`src/hw/rtl/h2r_pkg.sv`:
```
// shared types and constants for the hsv to rgb converter
`timescale 1ns / 1ps

package h2r_pkg;

  // channel source picked by the hue sector
  typedef enum logic [1:0] {
    SEL_ZERO = 2'd0,
    SEL_C    = 2'd1,
    SEL_X    = 2'd2
  } h2r_sel_t;

  // hue sectors of 60 degrees, the last one also takes everything above
  typedef enum logic [2:0] {
    SEC_0 = 3'd0,
    SEC_1 = 3'd1,
    SEC_2 = 3'd2,
    SEC_3 = 3'd3,
    SEC_4 = 3'd4,
    SEC_5 = 3'd5
  } h2r_sector_t;

  // per-stage advance strobes of the pipeline
  typedef struct packed {
    logic s1;
    logic s2;
    logic s3;
    logic s4;
  } h2r_adv_t;

  localparam int HUE_W  = 9;
  localparam int PCT_W  = 7;
  localparam int CHAN_W = 8;
  localparam int C_W    = 14;  // saturation * brightness, up to 16129
  localparam int W_W    = 6;   // 60 - |rem - 60|, up to 60
  localparam int REM_W  = 7;
  localparam int SUM_W  = 21;  // signed scaled channel sum
  localparam int N_W    = 24;  // sum * 17
  localparam int A_W    = N_W - 6;
  localparam int K_W    = 18;
  localparam int P_W    = A_W + K_W;

  // floor(sum * 255 / 600000) = floor((sum * 17 >> 6) / 625)
  localparam logic [N_W-1:0] SAT_LIMIT   = 24'd10240000;  // 256 * 40000
  localparam logic [K_W-1:0] RECIP_625   = 18'd214749;    // ceil(2^27 / 625)
  localparam int             RECIP_SHIFT = 27;

endpackage

```
`src/hw/rtl/h2r_front.sv`:
```
// front stages: sector, chroma, secondary term and scaled channel sums
`timescale 1ns / 1ps

module h2r_front import h2r_pkg::*; (
  input  logic                    clk,
  input  h2r_adv_t                adv,
  input  logic [HUE_W-1:0]        hue,
  input  logic [PCT_W-1:0]        saturation,
  input  logic [PCT_W-1:0]        brightness,
  output logic signed [SUM_W-1:0] sum_c,
  output logic signed [SUM_W-1:0] sum_x,
  output logic signed [SUM_W-1:0] sum_0,
  output h2r_sel_t                sel_red,
  output h2r_sel_t                sel_green,
  output h2r_sel_t                sel_blue
);

  // stage 1 signals
  h2r_sector_t      sector_nxt, sector_r;
  logic [REM_W-1:0] rem;
  logic [REM_W-1:0] rem_off;
  logic [W_W-1:0]   w_nxt, w_r;
  logic [C_W-1:0]   c_nxt, c_r;
  logic [C_W-1:0]   bri100_nxt, bri100_r;

  // stage 2 signals
  logic [19:0]             cw;
  logic signed [C_W:0]     m;
  logic signed [SUM_W-1:0] m60;
  logic signed [SUM_W-1:0] sum_c_nxt, sum_c_r;
  logic signed [SUM_W-1:0] sum_x_nxt, sum_x_r;
  logic signed [SUM_W-1:0] sum_0_nxt, sum_0_r;
  h2r_sel_t sel_r_nxt, sel_r_r;
  h2r_sel_t sel_g_nxt, sel_g_r;
  h2r_sel_t sel_b_nxt, sel_b_r;

  always_comb begin
    priority if (hue < 9'd60)  sector_nxt = SEC_0;
    else if (hue < 9'd120)     sector_nxt = SEC_1;
    else if (hue < 9'd180)     sector_nxt = SEC_2;
    else if (hue < 9'd240)     sector_nxt = SEC_3;
    else if (hue < 9'd300)     sector_nxt = SEC_4;
    else                       sector_nxt = SEC_5;

    priority if (hue >= 9'd480) rem = REM_W'(hue - 9'd480);
    else if (hue >= 9'd360)     rem = REM_W'(hue - 9'd360);
    else if (hue >= 9'd240)     rem = REM_W'(hue - 9'd240);
    else if (hue >= 9'd120)     rem = REM_W'(hue - 9'd120);
    else                        rem = REM_W'(hue);

    rem_off    = (rem >= 7'd60) ? (rem - 7'd60) : (7'd60 - rem);
    w_nxt      = W_W'(7'd60 - rem_off);
    c_nxt      = C_W'(saturation) * C_W'(brightness);
    bri100_nxt = C_W'(brightness) * C_W'(100);
  end

  always_ff @(posedge clk) begin
    if (adv.s1) begin
      sector_r <= sector_nxt;
      w_r      <= w_nxt;
      c_r      <= c_nxt;
      bri100_r <= bri100_nxt;
    end
  end

  always_comb begin
    cw        = 20'(c_r) * 20'(w_r);
    m         = $signed({1'b0, bri100_r}) - $signed({1'b0, c_r});
    m60       = SUM_W'(m) * 21'sd60;
    sum_x_nxt = $signed({1'b0, cw}) + m60;
    sum_0_nxt = m60;
    // c*60 + m*60 collapses to brightness * 6000
    sum_c_nxt = $signed({1'b0, 20'(bri100_r) * 20'd60});

    unique case (sector_r)
      SEC_0:   begin sel_r_nxt = SEL_C;    sel_g_nxt = SEL_X;    sel_b_nxt = SEL_ZERO; end
      SEC_1:   begin sel_r_nxt = SEL_X;    sel_g_nxt = SEL_C;    sel_b_nxt = SEL_ZERO; end
      SEC_2:   begin sel_r_nxt = SEL_ZERO; sel_g_nxt = SEL_C;    sel_b_nxt = SEL_X;    end
      SEC_3:   begin sel_r_nxt = SEL_ZERO; sel_g_nxt = SEL_X;    sel_b_nxt = SEL_C;    end
      SEC_4:   begin sel_r_nxt = SEL_X;    sel_g_nxt = SEL_ZERO; sel_b_nxt = SEL_C;    end
      default: begin sel_r_nxt = SEL_C;    sel_g_nxt = SEL_ZERO; sel_b_nxt = SEL_X;    end
    endcase
  end

  always_ff @(posedge clk) begin
    if (adv.s2) begin
      sum_c_r <= sum_c_nxt;
      sum_x_r <= sum_x_nxt;
      sum_0_r <= sum_0_nxt;
      sel_r_r <= sel_r_nxt;
      sel_g_r <= sel_g_nxt;
      sel_b_r <= sel_b_nxt;
    end
  end

  assign sum_c     = sum_c_r;
  assign sum_x     = sum_x_r;
  assign sum_0     = sum_0_r;
  assign sel_red   = sel_r_r;
  assign sel_green = sel_g_r;
  assign sel_blue  = sel_b_r;

endmodule

```
`src/hw/rtl/h2r_lane.sv`:
```
// one output channel: source select, scale by 255/600000, clamp
`timescale 1ns / 1ps

module h2r_lane import h2r_pkg::*; (
  input  logic                    clk,
  input  h2r_adv_t                adv,
  input  h2r_sel_t                sel,
  input  logic signed [SUM_W-1:0] sum_c,
  input  logic signed [SUM_W-1:0] sum_x,
  input  logic signed [SUM_W-1:0] sum_0,
  output logic [CHAN_W-1:0]       chan
);

  logic signed [SUM_W-1:0] s;
  logic [N_W-1:0]          n;
  logic                    zero_nxt, zero_r;
  logic                    sat_nxt, sat_r;
  logic [A_W-1:0]          a_nxt, a_r;
  logic [P_W-1:0]          p;
  logic [CHAN_W-1:0]       chan_nxt, chan_r;

  always_comb begin
    unique case (sel)
      SEL_C:   s = sum_c;
      SEL_X:   s = sum_x;
      default: s = sum_0;
    endcase
    zero_nxt = s[SUM_W-1] || (s == '0);
    n        = N_W'(s[SUM_W-2:0]) * N_W'(17);
    sat_nxt  = (n >= SAT_LIMIT);
    a_nxt    = n[N_W-1:6];
  end

  always_ff @(posedge clk) begin
    if (adv.s3) begin
      zero_r <= zero_nxt;
      sat_r  <= sat_nxt;
      a_r    <= a_nxt;
    end
  end

  // exact divide by 625 through the reciprocal for a below 2^18
  always_comb begin
    p = P_W'(a_r) * P_W'(RECIP_625);
    priority if (zero_r) chan_nxt = '0;
    else if (sat_r)      chan_nxt = '1;
    else                 chan_nxt = p[RECIP_SHIFT +: CHAN_W];
  end

  always_ff @(posedge clk) begin
    if (adv.s4) begin
      chan_r <= chan_nxt;
    end
  end

  assign chan = chan_r;

endmodule

```
`src/hw/rtl/hsv_to_rgb_converter.sv`:
```
// top level of the hsv to rgb converter: four-stage pipeline and its control
//
//   channel  | ports                                        | direction
//   ---------+----------------------------------------------+----------
//   input    | in_valid, in_stall, in_hue, in_saturation,   | in
//            | in_brightness                                |
//   result   | out_valid, out_stall, out_red, out_green,    | out
//            | out_blue                                     |
//
// one word enters per clock while nothing stalls; each word passes through
// stages 1 to 4 in order. the depth is set by the two multiplies
// (chroma times secondary weight, and the reciprocal divide by 625) and
// the two selects. reset clears only the valid bits of the four stages.
// a stall on the result side holds only the stages that carry a word, so
// empty stages keep filling and in_stall rises once all four are occupied.
`timescale 1ns / 1ps

module hsv_to_rgb_converter import h2r_pkg::*; (
  input  logic              clk,
  input  logic              rst_n,
  input  logic              in_valid,
  output logic              in_stall,
  input  logic [HUE_W-1:0]  in_hue,
  input  logic [PCT_W-1:0]  in_saturation,
  input  logic [PCT_W-1:0]  in_brightness,
  output logic              out_valid,
  input  logic              out_stall,
  output logic [CHAN_W-1:0] out_red,
  output logic [CHAN_W-1:0] out_green,
  output logic [CHAN_W-1:0] out_blue
);

  // stage valid bits, stage 4 is the output register
  logic v1_r, v1_nxt;
  logic v2_r, v2_nxt;
  logic v3_r, v3_nxt;
  logic v4_r, v4_nxt;

  h2r_adv_t adv;

  logic signed [SUM_W-1:0] sum_c;
  logic signed [SUM_W-1:0] sum_x;
  logic signed [SUM_W-1:0] sum_0;
  h2r_sel_t sel_red;
  h2r_sel_t sel_green;
  h2r_sel_t sel_blue;

  // a stage moves when it is empty or the stage after it moves
  always_comb begin
    adv.s4 = !v4_r || !out_stall;
    adv.s3 = !v3_r || adv.s4;
    adv.s2 = !v2_r || adv.s3;
    adv.s1 = !v1_r || adv.s2;

    v1_nxt = adv.s1 ? in_valid : v1_r;
    v2_nxt = adv.s2 ? v1_r     : v2_r;
    v3_nxt = adv.s3 ? v2_r     : v3_r;
    v4_nxt = adv.s4 ? v3_r     : v4_r;
  end

  always_ff @(posedge clk) begin
    if (!rst_n) begin
      v1_r <= 1'b0;
      v2_r <= 1'b0;
      v3_r <= 1'b0;
      v4_r <= 1'b0;
    end else begin
      v1_r <= v1_nxt;
      v2_r <= v2_nxt;
      v3_r <= v3_nxt;
      v4_r <= v4_nxt;
    end
  end

  assign in_stall  = !adv.s1;
  assign out_valid = v4_r;

  // stages 1 and 2: sector, chroma and the three candidate sums
  h2r_front u_front (
    .clk        (clk),
    .adv        (adv),
    .hue        (in_hue),
    .saturation (in_saturation),
    .brightness (in_brightness),
    .sum_c      (sum_c),
    .sum_x      (sum_x),
    .sum_0      (sum_0),
    .sel_red    (sel_red),
    .sel_green  (sel_green),
    .sel_blue   (sel_blue)
  );

  // stages 3 and 4: one lane per color channel
  h2r_lane u_lane_red (
    .clk   (clk),
    .adv   (adv),
    .sel   (sel_red),
    .sum_c (sum_c),
    .sum_x (sum_x),
    .sum_0 (sum_0),
    .chan  (out_red)
  );

  h2r_lane u_lane_green (
    .clk   (clk),
    .adv   (adv),
    .sel   (sel_green),
    .sum_c (sum_c),
    .sum_x (sum_x),
    .sum_0 (sum_0),
    .chan  (out_green)
  );

  h2r_lane u_lane_blue (
    .clk   (clk),
    .adv   (adv),
    .sel   (sel_blue),
    .sum_c (sum_c),
    .sum_x (sum_x),
    .sum_0 (sum_0),
    .chan  (out_blue)
  );

`ifndef SYNTH
  // an accepted word lands in stage 1
  a_accept_fills_s1: assert property (@(posedge clk) disable iff (!rst_n)
    (in_valid && !in_stall) |=> v1_r)
    else $error("accepted word missing from stage 1");

  // a held word in stage 2 is not dropped
  a_s2_holds: assert property (@(posedge clk) disable iff (!rst_n)
    (v2_r && !adv.s3) |=> v2_r)
    else $error("stalled word lost in stage 2");

  // a delivered result with nothing behind it leaves the output empty
  a_out_drains: assert property (@(posedge clk) disable iff (!rst_n)
    (out_valid && !out_stall && !v3_r) |=> !out_valid)
    else $error("result repeated after delivery");

  // the input side only stalls when every stage holds a word
  a_stall_full: assert property (@(posedge clk) disable iff (!rst_n)
    in_stall |-> (v1_r && v2_r && v3_r && v4_r && out_stall))
    else $error("input stalled with room in the pipeline");
`endif

endmodule

```
`config.mk`:
```
export PLATFORM = sky130hd
export DESIGN_NAME = hsv_to_rgb_converter
export DESIGN_NICKNAME = d
export VERILOG_FILES = /design/src/hw/rtl/h2r_pkg.sv /design/src/hw/rtl/h2r_front.sv /design/src/hw/rtl/h2r_lane.sv /design/src/hw/rtl/hsv_to_rgb_converter.sv
export SDC_FILE = /design/constraint.sdc
export NUM_CORES = 2
export LEC_CHECK = 0
export BUFFER_PORTS_ARGS = -buffer_cell sky130_fd_sc_hd__clkbuf_2
export CAP_MARGIN = 30
export CORE_MARGIN = 3
export CORE_UTILIZATION = 52
export CTS_BUF_LIST = sky130_fd_sc_hd__clkbuf_16
export DETAILED_ROUTE_END_ITERATION = 12
export GPL_ROUTABILITY_DRIVEN = 0
export PLACE_DENSITY = 0.75
export SETUP_SLACK_MARGIN = 0.4
export SKIP_CTS_REPAIR_TIMING = 1
export SLEW_MARGIN = 20
export SYNTH_ARGS = -nofsm -noshare
export SYNTH_HDL_FRONTEND = slang
export SYNTH_SLANG_ARGS = --single-unit
export TNS_END_PERCENT = 10
```
`constraint.sdc`:
```
create_clock -name clk -period 8.3 [get_ports clk]
set_input_delay 1.66 -clock clk [delete_from_list [all_inputs] [get_ports clk]]
set_output_delay 1.66 -clock clk [all_outputs]
set_load 0.01 [all_outputs]
```
* After elaboration in Yosys (flattened, before gate mapping) *
Index checks and enable logic that the tools add are counted.

storage, ports and cells
  word-level logic and storage cells = 114
  input bits = 27
  output and inout port bits = 26
  register bits after elaboration = 187

cells by class
  add/sub/neg operators = 9
  equal/unequal tests = 10
  mux-type cells = 18
  reductions and logical operators = 25
  multipliers = 11
  order comparisons = 13

operators with widths
  cell                                                                           count
  21-bit case mux with 2 select lines                                            3
  18-bit by 18-bit multiplier with 35-bit output (second input constant)         3
  24-bit >= comparator (second input constant)                                   3
  20-bit by 5-bit multiplier with 24-bit output (second input constant)          3
  21-bit zero test                                                               3
  7-bit 2-to-1 mux                                                               4
  7-bit subtractor (second input constant)                                       4
  8-bit 2-to-1 mux                                                               3
  21-bit adder                                                                   1
  14-bit by 6-bit multiplier with 20-bit output                                  1
  15-bit by 5-bit multiplier with 19-bit output (second input constant)          1
  9-bit >= comparator (second input constant)                                    2
  9-bit by 8-bit less-than comparator with 1-bit output (second input constant)  2
  12-bit by 4-bit multiplier with 16-bit output (second input constant)          1
  14-bit by 14-bit subtractor with 15-bit output                                 1
  7-bit by 7-bit multiplier with 14-bit output                                   1
  2-bit OR reduction                                                             7
  7-bit by 5-bit multiplier with 12-bit output (second input constant)           1
  2-bit case mux with 2 select lines                                             3
  6-bit subtractor (first input constant)                                        2
  9-bit by 7-bit >= comparator with 1-bit output (second input constant)         1
  9-bit by 8-bit >= comparator with 1-bit output (second input constant)         1
  9-bit by 6-bit less-than comparator with 1-bit output (second input constant)  1
  9-bit by 7-bit less-than comparator with 1-bit output (second input constant)  1
  other kinds (15)                                                               33

* Longest topological paths before layout *
  depth after elaboration = 8
  depth in mapped cells = 28
  depth with buffers taken out = 27

* Modules after synthesis *
A second synthesis with hierarchy kept.

second synthesis, totals
  cell total of the unflattened synthesis = 3876
  area, all modules = 37225.7 sq um

by module, submodules not included
  module                    area an instance (sq um)  times used  sequential area each (sq um)  cells an instance
  h2r_front                 12645.9                   1           2912.8                        1280
  h2r_lane at u_lane_green  8340.5                    1           840.8                         890
  h2r_lane at u_lane_red    8044.0                    1           840.8                         833
  h2r_lane at u_lane_blue   8034.0                    1           840.8                         855
  hsv_to_rgb_converter      161.4                     1           80.1                          18

* Worst setup path before layout *
OpenSTA, ideal clock, no wires.

  kind = flip-flop to flip-flop
  start point = register u_lane_red.a_r[12]
  end point = register u_lane_red.chan_r[7] (netlist: u_lane_red.chan[7]), data pin
  arrival time = 5697 ps
  setup slack = 2396 ps
  clock period less this slack = 5904 ps
  path buffers = 0
  library setup time = 207 ps
  stages on the path, launching flop included = 21
  required time = 8093 ps
  cells stage by stage = edfxtp_1 > ha_1 > fa_1 > inv_1 > fa_1 > inv_1 > fa_1 > inv_1 > fa_1 > inv_1 > fa_1 > ha_1 > o21ai_0 > a2111oi_0 > o211ai_1 > a31oi_1 > o21ai_0 > a21oi_1 > a211oi_1 > mux2i_1 > a2111oi_0

between the ends
  cells in the longest elaborated chain, start to end = 2

ends and longest elaborated chain
  element                                         RTL line        text
  start: declaration                              h2r_lane.sv:18  logic [A_W-1:0] a_nxt, a_r;
  start signal: assignment                        h2r_lane.sv:38  a_r <= a_nxt;
  18-bit by 18-bit multiplier with 35-bit output  h2r_lane.sv:44  p = P_W'(a_r) * P_W'(RECIP_625);
  8-bit 2-to-1 mux                                h2r_lane.sv:46  else if (sat_r) chan_nxt = '1;
  end signal: assignment                          h2r_lane.sv:52  chan_r <= chan_nxt;
  end: declaration                                h2r_lane.sv:20  logic [CHAN_W-1:0] chan_nxt, chan_r;

No other way between the ends.
A chain may end at the register's enable or synchronous reset.

* Worst setup path in the final report *
  start point = register u_lane_red.a_r[1]
  end point = register u_lane_red.chan_r[7] (netlist: u_lane_red.chan[7]), data pin

Same word-level chain as after synthesis.

==> summary.txt <==
Status
  – Outcome: completed

Drt
  – Via count: 24.5k
  – DRC: 0
  – Starting DRT DRC Count: 1458
  – Drt via density: 5.42
  – Post-route antenna net violation count: 0
  – DRT Pass-1 Iters: 8
  – Routed WL: 75.2 mm
  – Routed len/inst: 16.6 um

Min path
  – Worst Hold Class: register to register
  – Hold Path Cell Cnt: 2

Worst setup path
  – CP max stage delay: 0.61 ns
  – Crit. End Element: register
  – CP Max Fanout: 4
  – Levels on crit path: 20
  – Arr. time, crit path: 6.98 ns
  – CP delay by family, top: adder cells
  – Startpoint types: register
  – Req. time, crit path: 8.55 ns
  – Kind of critical path: register to register
  – Slowest-stage cell, CP: a2111oi_0
  – Ordered list of cells on the worst path: ha_1, inv_1, fa_1, fa_1, inv_1, fa_1, inv_1, fa_1, inv_1, fa_1, ha_1, nand2_1, a2111oi_0, o211ai_1, a31oi_1, o21ai_0, a21oi_1, a211oi_1, mux2i_1, a2111oi_0
  – Crit path top cell by count: fa_1
  – Worst Path Buf+Inv: 4
  – Worst-case reg-to-reg path depth: 20

Logic synthesis
  – Post-synth top cells: inv_1 (866), ha_1 (701), fa_1 (502)
  – Mean post-synth cell area: 9.96 sq um
  – Syn_nets: 4833
  – Post-synthesis sequential area ratio: 0.154
  – Post-synth cell types: 88
  – Mapped Cells: 3603
  – Synth Flop Type: edfxtp_1
  – Async SR Flop Fraction: 0
  – Area contributors post-synth: fa_1 (28%), ha_1 (24%), edfxtp_1 (15%)
  – Total number of yosys warnings: 0
  – Seq cells post-synth: 185
  – EDFF count, synth: 181
  – Most frequent cell after synthesis: inv_1
  – Most area-hungry cell type in the Yosys netlist: fa_1
  – Synthesized area: 35900 sq um
  – Yosys top cell area share: 0.280

Cells and area
  – Fill count: 5760
  – Design area: 37700 sq um
  – NumNets Final: 4870
  – Syn-to-layout area delta: 5.14%
  – Layout Cells excl Fill: 4527
  – Ratio of cells with drive above 1 in the final layout: 0.0348

Global route
  – Residual overflow from global routing: 0
  – Vias in the first global route: 25.9k
  – Initial antenna violation count: 1
  – First-pass GRT wire length: 128 mm
  – Largest net degree at the start of global routing: 63
  – Total Routing Usage GR: 0.220

Floorplan
  – Starting Density: 0.529
  – Die Wd: 269 um
  – Core ar.: 67800 sq um
  – Height of the die: 269 um
  – Placement Rows: 95
  – Die area: 72200 sq um
  – IO Pins: 53

STA
  – RSZ-0062 raised after global routing: no
  – Final Setup Violations: 0
  – TNS Setup: 0 ns
  – Final min period: 6.73 ns
  – Final hold violation count: 0
  – Tcrit/Tclk final: 0.811
  – Slew Viols, Final: 0
  – Clock skew: 0.0120 ns
  – Slew at the pin with the worst max-slew slack: 0.878 ns
  – Max Freq: 0.148 GHz
  – Relative slew slack: 0.414

CTS
  – Worst-path clk slew: 0.08 ns
  – CTS tree: built
  – Clk Latency, worst-skew pair: 0.47 ns
  – Clock buffer depth: 2
  – CTS root buffer: clkbuf_16
  – H-Tree Depth: 4
  – TritonCTS buffer count: 17
  – Clock Sinks: 185

Flow run
  – Max cap viols: 0

Placement
  – Area post-placement: 37100 sq um
  – Placed Cells: 4494
  – Hpwl dp: 65.6 mm
  – Number of port buffers: 52
worst reg2reg max path: stages (launching register included):
cell	delay, ns
edfxtp_1	0.48
ha_1	0.44
inv_1	0.09
fa_1	0.53
fa_1	0.56
inv_1	0.06
fa_1	0.53
inv_1	0.06
fa_1	0.53
inv_1	0.06
fa_1	0.47
ha_1	0.30
nand2_1	0.05
a2111oi_0	0.61
o211ai_1	0.17
a31oi_1	0.33
o21ai_0	0.19
a21oi_1	0.33
a211oi_1	0.18
mux2i_1	0.15
a2111oi_0	0.39
per-stage QoR:
step / hold WS [ns] / setup slack (ns) / utilization
2_1_floorplan: 0.451 / 2.40 / -
4_1_cts: 0.487 / 1.60 / 0.556
3_3_place_gp: 0.460 / 1.83 / 0.548
6_report: 0.486 / 1.57 / 0.557
3_5_place_dp: 0.469 / 1.64 / 0.548
5_1_grt: 0.558 / 1.13 / 0.557
placed cells by master, fill, tap and decap left out, drive strengths merged, types with 26 or more instances in the layout:
cell / instances
ha: 701
xor2: 48
fa: 502
clkbuf: 69
a21oi: 135
inv: 874
nand2: 212
and2: 47
a22oi: 48
xnor2: 146
nand3: 36
a211oi: 26
nor2: 113
nor3: 48
o21ai: 110
a21o: 44
edfxtp: 181
logic make-up after synthesis:
kind of cell | count (synthesis) | synth area share
XOR/XNOR | 194 | 0.0474
AO/OA/AOI/OAI | 534 | 0.0992
multiplexers | 8 | 0.00293
AND/OR/NAND/NOR | 571 | 0.0763
buffers and inverters | 908 | 0.0959
flip-flops | 185 | 0.154
adder cells (fa/ha/maj) | 1203 | 0.525
metal layers:
metal,GRT usage,part of all wire,wire (um),vias to the layer above
met1,0.294,0.44,33400,11982
met4,0.0657,0.029,2220,0
met2,0.381,0.49,37100,500
met5,0,0,0,-
li1,-,-,-,11912
met3,0.0211,0.034,2600,127
sequential cells by signal (all words and copies together) (netlist names), 2 cells and up:
| name | flops |
|---|---|
| u_front.bri100_r | 12 |
| u_front.c_r | 14 |
| u_front.sector_r | 3 |
| u_front.sel_blue | 2 |
| u_front.sel_green | 2 |
| u_front.sel_red | 2 |
| u_front.sum_0 | 19 |
| u_front.sum_c | 16 |
| u_front.sum_x | 21 |
| u_front.w_r | 6 |
| u_lane_blue.a_r | 18 |
| u_lane_blue.chan | 8 |
| u_lane_green.a_r | 18 |
| u_lane_green.chan | 8 |
| u_lane_red.a_r | 18 |
| u_lane_red.chan | 8 |
final timing paths:
check | from | endpoint | slack [ns]
setup reg to reg | u_lane_red.a_r[1] | u_lane_red.chan[7] | 1.57
setup / recovery | u_lane_red.a_r[1] | u_lane_red.chan[7] | 1.57
hold reg to reg | v3_r | out_valid | 0.49
hold / removal | v3_r | out_valid | 0.49
cell type report:
type | count | area (sq um) | area share
clock buffer | 17 | 425 | 0.0113
sequential | 185 | 5520 | 0.146
clock inverter | 15 | 160 | 0.00425
inverter | 866 | 3250 | 0.0862
timing repair buffer | 60 | 333 | 0.00882
multi-input combinational | 2510 | 26900 | 0.714
tap | 873 | 1090 | 0.0290
antenna | 1 | 2.50 | 0.0000663
Power is not shown: default switching activity piles up to over one toggle a cycle in this logic, so the estimate is an artifact.
